## config.mk

```make
export PLATFORM = sky130hd
export DESIGN_NAME = touch_gesture_classifier_unit
export DESIGN_NICKNAME = d
export VERILOG_FILES = /design/src/design/tgc_pkg.sv /design/src/design/tgc_cfg.sv /design/src/design/tgc_core.sv /design/src/design/touch_gesture_classifier_unit.sv
export SDC_FILE = /design/constraint.sdc
export NUM_CORES = 1
export LEC_CHECK = 0
export ABC_AREA = 0
export BUFFER_PORTS_ARGS = -buffer_cell sky130_fd_sc_hd__buf_2
export CAP_MARGIN = 30
export CORE_ASPECT_RATIO = 0.6
export CORE_MARGIN = 5
export CORE_UTILIZATION = 40
export CTS_BUF_LIST = sky130_fd_sc_hd__clkbuf_8
export DETAILED_ROUTE_END_ITERATION = 16
export SLEW_MARGIN = 20
export SYNTH_ARGS = -nofsm -noshare
export SYNTH_HDL_FRONTEND = slang
export SYNTH_SLANG_ARGS = --single-unit
export TNS_END_PERCENT = 30
```

## constraint.sdc

```tcl
create_clock -name clk -period 14.2 [get_ports clk]
set_input_delay 0.71 -clock clk [delete_from_list [all_inputs] [get_ports clk]]
set_output_delay 0.71 -clock clk [all_outputs]
set_load 0.02 [all_outputs]
```

## src/design/tgc_pkg.sv

```systemverilog
`default_nettype none
package tgc_pkg;

  localparam int COORD_BITS_DEF = 12;
  localparam int THR_BITS = 12;
  localparam int THR_SQ_BITS = 2 * THR_BITS;
  localparam int TIMEOUT_BITS = 16;
  localparam int PAGE_BITS = 8;
  localparam int TIME_BITS = 32;
  localparam int BUTTON_BITS = 9;
  localparam int CFG_DATA_BITS = 16;
  localparam int CFG_INDEX_BITS = 2;

  localparam logic [CFG_INDEX_BITS-1:0] CFG_DRAG_THRESHOLD = 2'd0;
  localparam logic [CFG_INDEX_BITS-1:0] CFG_CLICK_TIMEOUT = 2'd1;
  localparam logic [CFG_INDEX_BITS-1:0] CFG_ACTIVE_PAGE = 2'd2;

  localparam logic [THR_BITS-1:0] THR_RESET = 12'd10;
  localparam logic [TIMEOUT_BITS-1:0] TIMEOUT_RESET = 16'd300;
  localparam logic [PAGE_BITS-1:0] PAGE_RESET = 8'd0;
  localparam logic signed [BUTTON_BITS-1:0] NO_BUTTON = -9'sd1;

  typedef enum logic [1:0] {
    ACT_DOWN = 2'd0,
    ACT_MOTION = 2'd1,
    ACT_UP = 2'd2,
    ACT_CANCEL = 2'd3
  } action_t;

  localparam logic [2:0] KIND_NONE = 3'd0;
  localparam logic [2:0] KIND_CLICK = 3'd1;
  localparam logic [2:0] KIND_SCROLL = 3'd2;
  localparam logic [2:0] KIND_DRAG = 3'd3;
  localparam logic [2:0] KIND_SWIPE = 3'd4;

  localparam logic [1:0] GEST_NONE = 2'd0;
  localparam logic [1:0] GEST_POTENTIAL = 2'd1;
  localparam logic [1:0] GEST_HORZ = 2'd2;
  localparam logic [1:0] GEST_VERT = 2'd3;

  typedef enum logic [3:0] {
    MODE_NONE = 4'b0001,
    MODE_POTENTIAL = 4'b0010,
    MODE_HORZ = 4'b0100,
    MODE_VERT = 4'b1000
  } mode_t;

  typedef struct packed {
    logic [THR_SQ_BITS-1:0] thr_sq;
    logic [TIMEOUT_BITS-1:0] click_timeout;
    logic [PAGE_BITS-1:0] active_page;
  } cfg_t;

endpackage
`default_nettype wire

```

## src/design/tgc_cfg.sv

```systemverilog
`default_nettype none
module tgc_cfg
  import tgc_pkg::*;
(
  input  wire logic                      clk,
  input  wire logic                      rst,
  input  wire logic                      cfg_write,
  input  wire logic [CFG_INDEX_BITS-1:0] cfg_index,
  input  wire logic [CFG_DATA_BITS-1:0]  cfg_data,
  output cfg_t                           cfg
);

  logic [THR_BITS-1:0] thr;

  assign thr = cfg_data[THR_BITS-1:0];

  // The threshold is kept squared so the distance test needs no extra multiplier.
  always_ff @(posedge clk) begin
    if (rst) begin
      cfg.thr_sq <= THR_SQ_BITS'(THR_RESET) * THR_SQ_BITS'(THR_RESET);
      cfg.click_timeout <= TIMEOUT_RESET;
      cfg.active_page <= PAGE_RESET;
    end else if (cfg_write) begin
      case (cfg_index)
        CFG_DRAG_THRESHOLD: cfg.thr_sq <= THR_SQ_BITS'(thr) * THR_SQ_BITS'(thr);
        CFG_CLICK_TIMEOUT:  cfg.click_timeout <= cfg_data[TIMEOUT_BITS-1:0];
        CFG_ACTIVE_PAGE:    cfg.active_page <= cfg_data[PAGE_BITS-1:0];
        default: ;
      endcase
    end
  end

endmodule
`default_nettype wire

```

## src/design/tgc_core.sv

```systemverilog
`default_nettype none
module tgc_core
  import tgc_pkg::*;
#(
  parameter int COORD_BITS = COORD_BITS_DEF
) (
  input  wire logic                          clk,
  input  wire logic                          rst,
  input  wire logic                          go,
  input  wire logic [1:0]                    action,
  input  wire logic [COORD_BITS-1:0]         pos_x,
  input  wire logic [COORD_BITS-1:0]         pos_y,
  input  wire logic [TIME_BITS-1:0]          time_ms,
  input  wire logic signed [BUTTON_BITS-1:0] hit_button,
  input  wire cfg_t                          cfg,
  output logic [2:0]                         event_kind,
  output logic [7:0]                         click_button,
  output logic signed [COORD_BITS:0]         scroll_delta,
  output logic signed [COORD_BITS:0]         swipe_dx,
  output logic [1:0]                         gesture_now,
  output logic                               dragging_page
);

  localparam int SQ_BITS = 2 * COORD_BITS + 1;
  localparam int CMP_BITS = (SQ_BITS > THR_SQ_BITS) ? SQ_BITS : THR_SQ_BITS;

  mode_t mode, mode_next;
  logic signed [BUTTON_BITS-1:0] held_button, held_button_next;
  logic signed [BUTTON_BITS-1:0] down_page;
  logic [TIME_BITS-1:0] start_time;
  logic [COORD_BITS-1:0] start_x, start_y, prev_y;

  logic signed [COORD_BITS:0] dx, dy, dx_neg, dy_neg;
  logic [COORD_BITS-1:0] ax, ay;
  logic [CMP_BITS-1:0] dist_sq, thr_sq;
  logic [TIME_BITS-1:0] elapsed;
  logic is_click;

  assign dx = $signed({1'b0, pos_x}) - $signed({1'b0, start_x});
  assign dy = $signed({1'b0, pos_y}) - $signed({1'b0, start_y});
  assign dx_neg = -dx;
  assign dy_neg = -dy;
  assign ax = dx[COORD_BITS] ? dx_neg[COORD_BITS-1:0] : dx[COORD_BITS-1:0];
  assign ay = dy[COORD_BITS] ? dy_neg[COORD_BITS-1:0] : dy[COORD_BITS-1:0];
  assign dist_sq = CMP_BITS'(ax) * CMP_BITS'(ax) + CMP_BITS'(ay) * CMP_BITS'(ay);
  assign thr_sq = CMP_BITS'(cfg.thr_sq);
  assign elapsed = time_ms - start_time;

  assign is_click = (elapsed < TIME_BITS'(cfg.click_timeout)) && (dist_sq < thr_sq)
      && !held_button[BUTTON_BITS-1]
      && (down_page == $signed({1'b0, cfg.active_page}));

  always_comb begin
    mode_next = mode;
    held_button_next = held_button;
    event_kind = KIND_NONE;
    click_button = '0;
    scroll_delta = '0;
    swipe_dx = '0;
    case (action)
      ACT_DOWN: begin
        mode_next = MODE_POTENTIAL;
        held_button_next = hit_button;
      end
      ACT_MOTION: begin
        if (mode != MODE_NONE) begin
          if (mode == MODE_POTENTIAL && dist_sq > thr_sq) begin
            mode_next = (ax > ay) ? MODE_HORZ : MODE_VERT;
          end
          if (mode_next == MODE_VERT) begin
            event_kind = KIND_SCROLL;
            scroll_delta = $signed({1'b0, prev_y}) - $signed({1'b0, pos_y});
          end else if (mode_next == MODE_HORZ) begin
            event_kind = KIND_DRAG;
            swipe_dx = dx;
          end
        end
      end
      ACT_UP: begin
        if (mode != MODE_NONE) begin
          if (mode == MODE_POTENTIAL && is_click) begin
            event_kind = KIND_CLICK;
            click_button = held_button[7:0];
          end else if (mode == MODE_HORZ) begin
            event_kind = KIND_SWIPE;
            swipe_dx = dx;
          end
          mode_next = MODE_NONE;
          held_button_next = NO_BUTTON;
        end
      end
      default: begin
        mode_next = MODE_NONE;
        held_button_next = NO_BUTTON;
      end
    endcase
  end

  always_comb begin
    case (mode_next)
      MODE_POTENTIAL: gesture_now = GEST_POTENTIAL;
      MODE_HORZ:      gesture_now = GEST_HORZ;
      MODE_VERT:      gesture_now = GEST_VERT;
      default:        gesture_now = GEST_NONE;
    endcase
  end

  assign dragging_page = (mode_next == MODE_HORZ);

  always_ff @(posedge clk) begin
    if (rst) begin
      mode <= MODE_NONE;
      held_button <= NO_BUTTON;
      down_page <= NO_BUTTON;
      start_time <= '0;
      start_x <= '0;
      start_y <= '0;
      prev_y <= '0;
    end else if (go) begin
      mode <= mode_next;
      held_button <= held_button_next;
      if (action == ACT_DOWN) begin
        down_page <= $signed({1'b0, cfg.active_page});
        start_time <= time_ms;
        start_x <= pos_x;
        start_y <= pos_y;
        prev_y <= pos_y;
      end else if (action == ACT_MOTION && mode != MODE_NONE) begin
        prev_y <= pos_y;
      end
    end
  end

endmodule
`default_nettype wire

```

## src/design/touch_gesture_classifier_unit.sv

```systemverilog
`default_nettype none
// An accepted event word is registered in the s1 stage, and its result word in the output register.
// Throughput: one event word per cycle while event_stall is low; the gesture state is updated in the
// single classification stage, so each event sees the state left by the last.
// Reset (rst, synchronous, active high) clears the gesture state, restores the
// register defaults and empties both pipeline registers.
module touch_gesture_classifier_unit
  import tgc_pkg::*;
#(
  parameter int COORD_BITS = COORD_BITS_DEF
) (
  input  wire logic                          clk,
  input  wire logic                          rst,
  input  wire logic                          event_valid,
  output logic                               event_stall,
  input  wire logic [1:0]                    action,
  input  wire logic [COORD_BITS-1:0]         pos_x,
  input  wire logic [COORD_BITS-1:0]         pos_y,
  input  wire logic [TIME_BITS-1:0]          time_ms,
  input  wire logic signed [BUTTON_BITS-1:0] hit_button,
  output logic                               result_valid,
  input  wire logic                          result_stall,
  output logic [2:0]                         event_kind,
  output logic [7:0]                         click_button,
  output logic signed [COORD_BITS:0]         scroll_delta,
  output logic signed [COORD_BITS:0]         swipe_dx,
  output logic [1:0]                         gesture_now,
  output logic                               dragging_page,
  input  wire logic                          cfg_valid,
  output logic                               cfg_ready,
  input  wire logic [CFG_INDEX_BITS-1:0]     cfg_index,
  input  wire logic [CFG_DATA_BITS-1:0]      cfg_data
);

  cfg_t cfg;

  logic s1_valid;
  logic [1:0] s1_action;
  logic [COORD_BITS-1:0] s1_x, s1_y;
  logic [TIME_BITS-1:0] s1_time;
  logic signed [BUTTON_BITS-1:0] s1_hit;
  logic advance;
  logic event_take;

  logic [2:0] kind_c;
  logic [7:0] button_c;
  logic signed [COORD_BITS:0] scroll_c, swipe_c;
  logic [1:0] gesture_c;
  logic dragging_c;

  assign cfg_ready = 1'b1;
  assign advance = !result_valid || !result_stall;
  assign event_stall = s1_valid && !advance;
  assign event_take = event_valid && !event_stall;

  tgc_cfg u_cfg (
    .clk       (clk),
    .rst       (rst),
    .cfg_write (cfg_valid && cfg_ready),
    .cfg_index (cfg_index),
    .cfg_data  (cfg_data),
    .cfg       (cfg)
  );

  tgc_core #(
    .COORD_BITS (COORD_BITS)
  ) u_core (
    .clk           (clk),
    .rst           (rst),
    .go            (s1_valid && advance),
    .action        (s1_action),
    .pos_x         (s1_x),
    .pos_y         (s1_y),
    .time_ms       (s1_time),
    .hit_button    (s1_hit),
    .cfg           (cfg),
    .event_kind    (kind_c),
    .click_button  (button_c),
    .scroll_delta  (scroll_c),
    .swipe_dx      (swipe_c),
    .gesture_now   (gesture_c),
    .dragging_page (dragging_c)
  );

  always_ff @(posedge clk) begin
    if (rst) begin
      s1_valid <= 1'b0;
    end else if (!event_stall) begin
      s1_valid <= event_valid;
    end
  end

  always_ff @(posedge clk) begin
    if (event_take) begin
      s1_action <= action;
      s1_x <= pos_x;
      s1_y <= pos_y;
      s1_time <= time_ms;
      s1_hit <= hit_button;
    end
  end

  always_ff @(posedge clk) begin
    if (rst) begin
      result_valid <= 1'b0;
    end else if (advance) begin
      result_valid <= s1_valid;
    end
  end

  always_ff @(posedge clk) begin
    if (advance && s1_valid) begin
      event_kind <= kind_c;
      click_button <= button_c;
      scroll_delta <= scroll_c;
      swipe_dx <= swipe_c;
      gesture_now <= gesture_c;
      dragging_page <= dragging_c;
    end
  end

endmodule
`default_nettype wire
```

---- Word-level counts from Yosys, hierarchy flattened ----
Index checks and enable logic that the tools add are counted.
Widths: inputs -> output; s select.
word-level totals
  flip-flop bits (word level) ............. 247
  input port bits ......................... 90
  output and inout port bits .............. 43
operators by class
  $add $sub $neg .......................... 7
  multipliers ............................. 3
  magnitude comparators ................... 4
  equal/unequal tests ..................... 14
  multiplexer cells ....................... 28
  bitwise logic cells ..................... 1
  reductions and logical operators ........ 26
operators with widths
  operator            number
  $mux 13             6
  $mul 12x12->24      3
  $mux 12             4
  $sub 12x12->13      3
  $lt 32x16->1        1
  $sub 32x32->32      1
  $pmux 9 s3          1
  $pmux 13 s2         1
  $add 24x24->25      1
  $gt 25x24->1        1
  $lt 25x24->1        1
  $mux 4              6
  $neg 12->12         2
  $mux 3              5
  $eq 4x3->1 const B  3
  $gt 12x12->1        1
  $pmux 4 s3          1
  $reduce_and 2->1    5
  $eq 9x9->1          1
  $logic_and 1x1->1   9
  $mux 9              1
  $reduce_and 3->1    3
  $eq 4x2->1 const B  2
  $eq 4x4->1 const B  2
  other kinds (12)    19

---- Logic depth before layout (Yosys ltp) ----
  word-level depth ........................ 15
  depth in mapped cells ................... 50
  gate-level depth less buffers ........... 48

---- Hierarchy ----
Synthesis repeated with hierarchy kept, for this count alone.
unflattened totals
  cell total of the unflattened synthesis .. 2920
  area, all modules ....................... 26097.5 sq um
modules (own cells, without submodules)
  module                         times used  cells each  area each (sq um)  seq. area each (sq um)
  tgc_core                       1           2108        16927.5            1801.7
  tgc_cfg                        1           693         5859.4             940.9
  touch_gesture_classifier_unit  1           119         3310.7             3253.1

---- Worst setup path after synthesis ----
Ideal clock, no wire load.
  kind .................................... register to register
  start ................................... reg s1_x[0]
  end ..................................... reg scroll_delta[3], data pin
  setup time .............................. 264 ps
  arrival time ............................ 11181 ps
  data required time ...................... 13936 ps
  setup slack ............................. 2754 ps
  stages on the path, launching flop included .. 48
  buffers on the path ..................... 2
  period minus slack after synthesis ...... 11446 ps
  cell sequence ........................... edfxtp_1 inv_1 ha_1 inv_1 fa_1 a211oi_1 nor2_1 xor2_1 a2111o_1 or3b_2 nand2_1 xor2_1 clkbuf_1 inv_1 nand2_1 fa_1 inv_1 fa_1 [12 not listed] a31oi_1 a41o_1 o41a_1 a21o_1 a21oi_1 xnor2_1 ha_1 nor2b_1 a2111oi_0 nand2_1 o32ai_1 a41oi_1 o31ai_1 inv_1 a22oi_1 or2_4 buf_6 nor3_2
between the ends
  word-level cells in the longest chain between the ends .. 12
RTL lines
  what                            RTL line                              RTL
  start, declared                 touch_gesture_classifier_unit.sv:39   logic [COORD_BITS-1:0] s1_x, s1_y;
  start signal, assigned          touch_gesture_classifier_unit.sv:96   s1_x <= pos_x;
  $sub 12x12->13 (*)              tgc_core.sv:39                        assign dx = $signed({1'b0, pos_x}) - $signed({1'b0, start_x});
  $neg 12->12                     tgc_core.sv:41                        assign dx_neg = -dx;
  $mux 12 (*)                     tgc_core.sv:43                        assign ax = dx[COORD_BITS] ? dx_neg[COORD_BITS-1:0] : dx[COORD_BITS-1:0];
  $mul 12x12->24                  tgc_core.sv:45                        assign dist_sq = CMP_BITS'(ax) * CMP_BITS'(ax) + CMP_BITS'(ay) * CMP_BITS'(ay);
  $add 24x24->25                  tgc_core.sv:45
  $gt 25x24->1                    tgc_core.sv:67                        if (mode == MODE_POTENTIAL && dist_sq > thr_sq) begin
  $logic_and 1x1->1               tgc_core.sv:67
  $mux 4 (*)                      tgc_core.sv:67
  $mux 4 (*)                      tgc_core.sv:66                        if (mode != MODE_NONE) begin
  $mux 4 (*)                      tgc_core.sv:60                        case (action)
  $eq 4x4->1 (*)                  tgc_core.sv:70                        if (mode_next == MODE_VERT) begin
  $reduce_and 3->1 (no line) (*)  --
  end signal, assigned            touch_gesture_classifier_unit.sv:115  scroll_delta <= scroll_c;
  end, declared                   touch_gesture_classifier_unit.sv:25   output logic signed [COORD_BITS:0] scroll_delta,
Every way passes the cells marked *; elsewhere a longest branch is shown, timed or not. The select of a mux whose other input is x is not followed.
A chain may end at the register's enable or synchronous reset.

---- Worst setup path in the final report ----
  start ................................... reg s1_y[0]
  end ..................................... reg click_button[4], data pin
between the ends
  word-level cells in the longest chain between the ends .. 11
RTL lines
  what                            RTL line                              RTL
  start, declared                 touch_gesture_classifier_unit.sv:39
  start signal, assigned          touch_gesture_classifier_unit.sv:97   s1_y <= pos_y;
  $sub 12x12->13 (*)              tgc_core.sv:40                        assign dy = $signed({1'b0, pos_y}) - $signed({1'b0, start_y});
  $neg 12->12                     tgc_core.sv:42                        assign dy_neg = -dy;
  $mux 12 (*)                     tgc_core.sv:44                        assign ay = dy[COORD_BITS] ? dy_neg[COORD_BITS-1:0] : dy[COORD_BITS-1:0];
  $mul 12x12->24 (*)              tgc_core.sv:45
  $add 24x24->25 (*)              tgc_core.sv:45
  $lt 25x24->1 (*)                tgc_core.sv:49                        assign is_click = (elapsed < TIME_BITS'(cfg.click_timeout)) && (dist_sq < thr_sq)
  $logic_and 1x1->1 (*)           tgc_core.sv:49
  $logic_and 1x1->1 (*)           tgc_core.sv:50                        && !held_button[BUTTON_BITS-1]
  $logic_and 1x1->1 (*)           tgc_core.sv:51                        && (down_page == $signed({1'b0, cfg.active_page}));
  $logic_and 1x1->1 (*)           tgc_core.sv:81                        if (mode == MODE_POTENTIAL && is_click) begin
  $reduce_and 3->1 (no line) (*)  --
  end signal, assigned            touch_gesture_classifier_unit.sv:114  click_button <= button_c;
  end, declared                   touch_gesture_classifier_unit.sv:24   output logic [7:0] click_button,
Every way passes the cells marked *; elsewhere a longest branch is shown, timed or not.

==> results.py <==
metrics = {
    "placed_design": {
        "placed_cells": 3750,
        "placed_area_mm2": 0.02700,
        "hpwl_um": 54950,
        "port_buffers": 131,
        "gp_congestion": 0.9324,
    },
    "cts": {
        "clkLatencyLatePin_ns": 0.63,
        "path_clk_slew_ns": 0.06,
        "ctsHtreeMaxLevel": 2,
        "cts_buffers": 43,
        "post_cts_buffers": 0,
        "cts_resized": 0,
        "clock-sinks": 246,
        "hold_buffers": 0,
        "clock_path_buffers": 3,
        "root_buffer": "clkbuf_8",
        "cts_tree": "done",
    },
    "routing": {
        "initialDrtViolationCount": 1364,
        "viasPerCell": 5.110,
        "antenna_left": 0,
        "drcViolationCount": 0,
        "first_pass_iters": 5,
        "num_vias": 19580,
        "drt-total-wl_um": 67890,
        "wl_per_cell_um": 17.72,
    },
    "synth": {
        "avgSynthCellArea_um2": 8.964,
        "synth_enable_flop_cells": 107,
        "synthArstFlopShare": 0,
        "synthCells": 2831,
        "yosysTopAreaCellShare": 0.2232,
        "synth_seq_area_share": 0.2363,
        "synth.area.top_cells": "fa_1, ha_1, edfxtp_1",
        "ys_types": 88,
        "synth_area_leader_cell": "fa_1",
        "synthesis.area_mm2": 0.02538,
        "synth_flop_cell": "dfxtp_1",
        "synth_nets": 3490,
        "ys_warn_count": 0,
        "ys_ff_latch": 246,
    },
    "critical_path": {
        "required_ns": 14.68,
        "rrSetupSlack_ns": 0.91,
        "endpoint_kind": "flop",
        "cpMostUsedCell": "fa_1",
        "critPathKind": "flop to flop",
        "worst-path-buf-inv": 7,
        "worstPathMaxFanout": 14,
        "critPathTopFamily": "adder cells",
        "start_kind": "flop",
        "slowest_stage": "a2111oi_1",
        "critPathMaxStageDelay_ns": 0.67,
        "arrival_ns": 13.77,
    },
    "sta": {
        "setup_viol": 0,
        "slew_headroom": 0.3086,
        "finalSetupTns_ns": 0,
        "fmax_mhz": 75.26,
        "final.setup_skew_ns": 0.04605,
        "worst_pin_slew_ns": 1.036,
        "min_period_over_period": 0.9357,
        "report.final.slew_viol_count": 0,
        "final.min_clock_period_ns": 13.29,
        "final_hold_viol_count": 0,
        "rsz0062_at_grt": "no",
    },
    "floorplan": {
        "die_area_mm2": 0.06875,
        "ios": 133,
        "core_area_mm2": 0.06272,
        "fp.dieH_um": 205.1,
        "initial_core_util": 0.4046,
        "num_rows": 71,
        "die-width_um": 335.2,
    },
    "layout": {
        "nets": 3617,
        "final_common_cell": "inv_1",
        "post-route-cell-area_mm2": 0.02786,
        "fill_cells": 6132,
        "layout_common_cells": "inv_1, nand2_1, ha_1",
        "finalNonFillerCells": 3831,
        "area_delta_synth_final_pct": 9.782,
        "drive_above_1_share": 0.09194,
        "final_util": 0.4442,
    },
    "global_route": {
        "grt_first_pass_wirelength_um": 108900,
        "grt_pass1_vias": 19920,
        "grt_max_degree": 68,
        "gr-usage-all-layers": 0.1992,
        "grt-ovfl-total": 0,
        "antenna_found_initial": 0,
    },
    "run_status": {
        "status": "finished clean",
    },
    "worst_hold_path": {
        "hold_path.class": "input pin to flop",
    },
    "run": {
        "cap_viol_max_count": 0,
    },
}
through the flow:
stage          hold WS (ns)  worst slack, ns
2_1_floorplan        0.4224            2.754
3_3_place_gp         0.4316            1.483
3_5_place_dp         0.4405            1.170
4_1_cts              0.2064            1.174
5_1_grt              0.2126           0.2015
6_report             0.2570           0.9133
worst reg2reg max path: cells and delay by family (launching register included):
family,cells,cell delay (ns)
simple gates,11,2.26
fa+ha+maj,11,4.92
compound gates,15,4.55
buf+inv,7,0.65
xor+xnor,2,0.34
flops,1,0.44
cells by family (layout without fill, tap and decap cells):
family,Yosys count,after routing,share of synthesized area
mux,21,21,0.008332
compound gates,435,435,0.1058
xor+xnor,118,118,0.04102
flops,246,246,0.2363
buf+inv,626,786,0.09392
other cells,1,2,0.0001478
fa+ha+maj,570,570,0.3647
simple gates,814,814,0.1499
state kept, by name, indices dropped and copies added, names as in the netlist, 2 cells and up:
| register | count |
|---|---|
| u_core.down_page | 9 |
| s1_action | 2 |
| event_kind | 3 |
| s1_hit | 9 |
| u_core.prev_y | 12 |
| u_core.held_button | 9 |
| s1_y | 12 |
| click_button | 8 |
| u_core.mode | 4 |
| u_core.start_x | 12 |
| s1_time | 32 |
| scroll_delta | 13 |
| u_core.start_y | 12 |
| swipe_dx | 13 |
| gesture_now | 2 |
| u_cfg.cfg | 47 |
| s1_x | 12 |
| u_core.start_time | 32 |
cells in the mapped netlist (5+ instances only):
master,count
and3_1,13
a21o_1,28
ha_1,286
a211o_1,5
o21ai_0,82
or2_2,19
o31ai_1,11
nand4_1,17
and2_1,55
a31oi_1,18
edfxtp_1,107
buf_1,6
or3_1,10
nor4_1,8
nor2_2,6
a211oi_1,14
fa_1,283
o211ai_1,16
nor2b_1,29
nor2_1,228
nand3_1,24
inv_1,545
a21boi_0,8
o21a_1,17
clkbuf_1,69
nand2_1,312
nand2b_1,26
o41ai_1,6
dfxtp_1,139
nand3b_1,13
nor3_1,22
xor2_1,40
xnor2_1,77
mux2i_1,20
a21oi_1,179
o21bai_1,6
metal layers:
metal,vias up,share of wire,wire [um],global-route usage
li1,9385,-,-,-
met1,9487,0.51,34440,0.3137
met2,631,0.38,26050,0.2710
met3,75,0.092,6227,0.05296
met4,0,0.017,1177,0.03984
met5,-,0,0,0
path summary, 6_finish.rpt:
| check | startpoint | endpoint | depth (start not counted) |
|---|---|---|---|
| max reg2reg | s1_y[0] | click_button[4] | 46 |
| min | time_ms[0] | s1_time[0] | 1 |
| max | s1_y[0] | click_button[4] | 46 |
| min reg2reg | u_core.start_time[6] | u_core.start_time[6] | 2 |
cell type report:
cell class              instances  area [um^2]  share of cell area
flip-flops and latches        246         5996              0.2152
repair buffers                162        900.9             0.03233
diodes                          1        2.502          0.00008982
clock buffers                  45        619.3             0.02223
inverters                     546         2049             0.07356
clock inverters                33        216.5            0.007769
multi-input cells            1959        17030              0.6111
well taps                     839         1050             0.03768
Power is left out: the tool's default activity adds up to more than one toggle a clock period on the data nets, which glitch-free logic cannot reach.
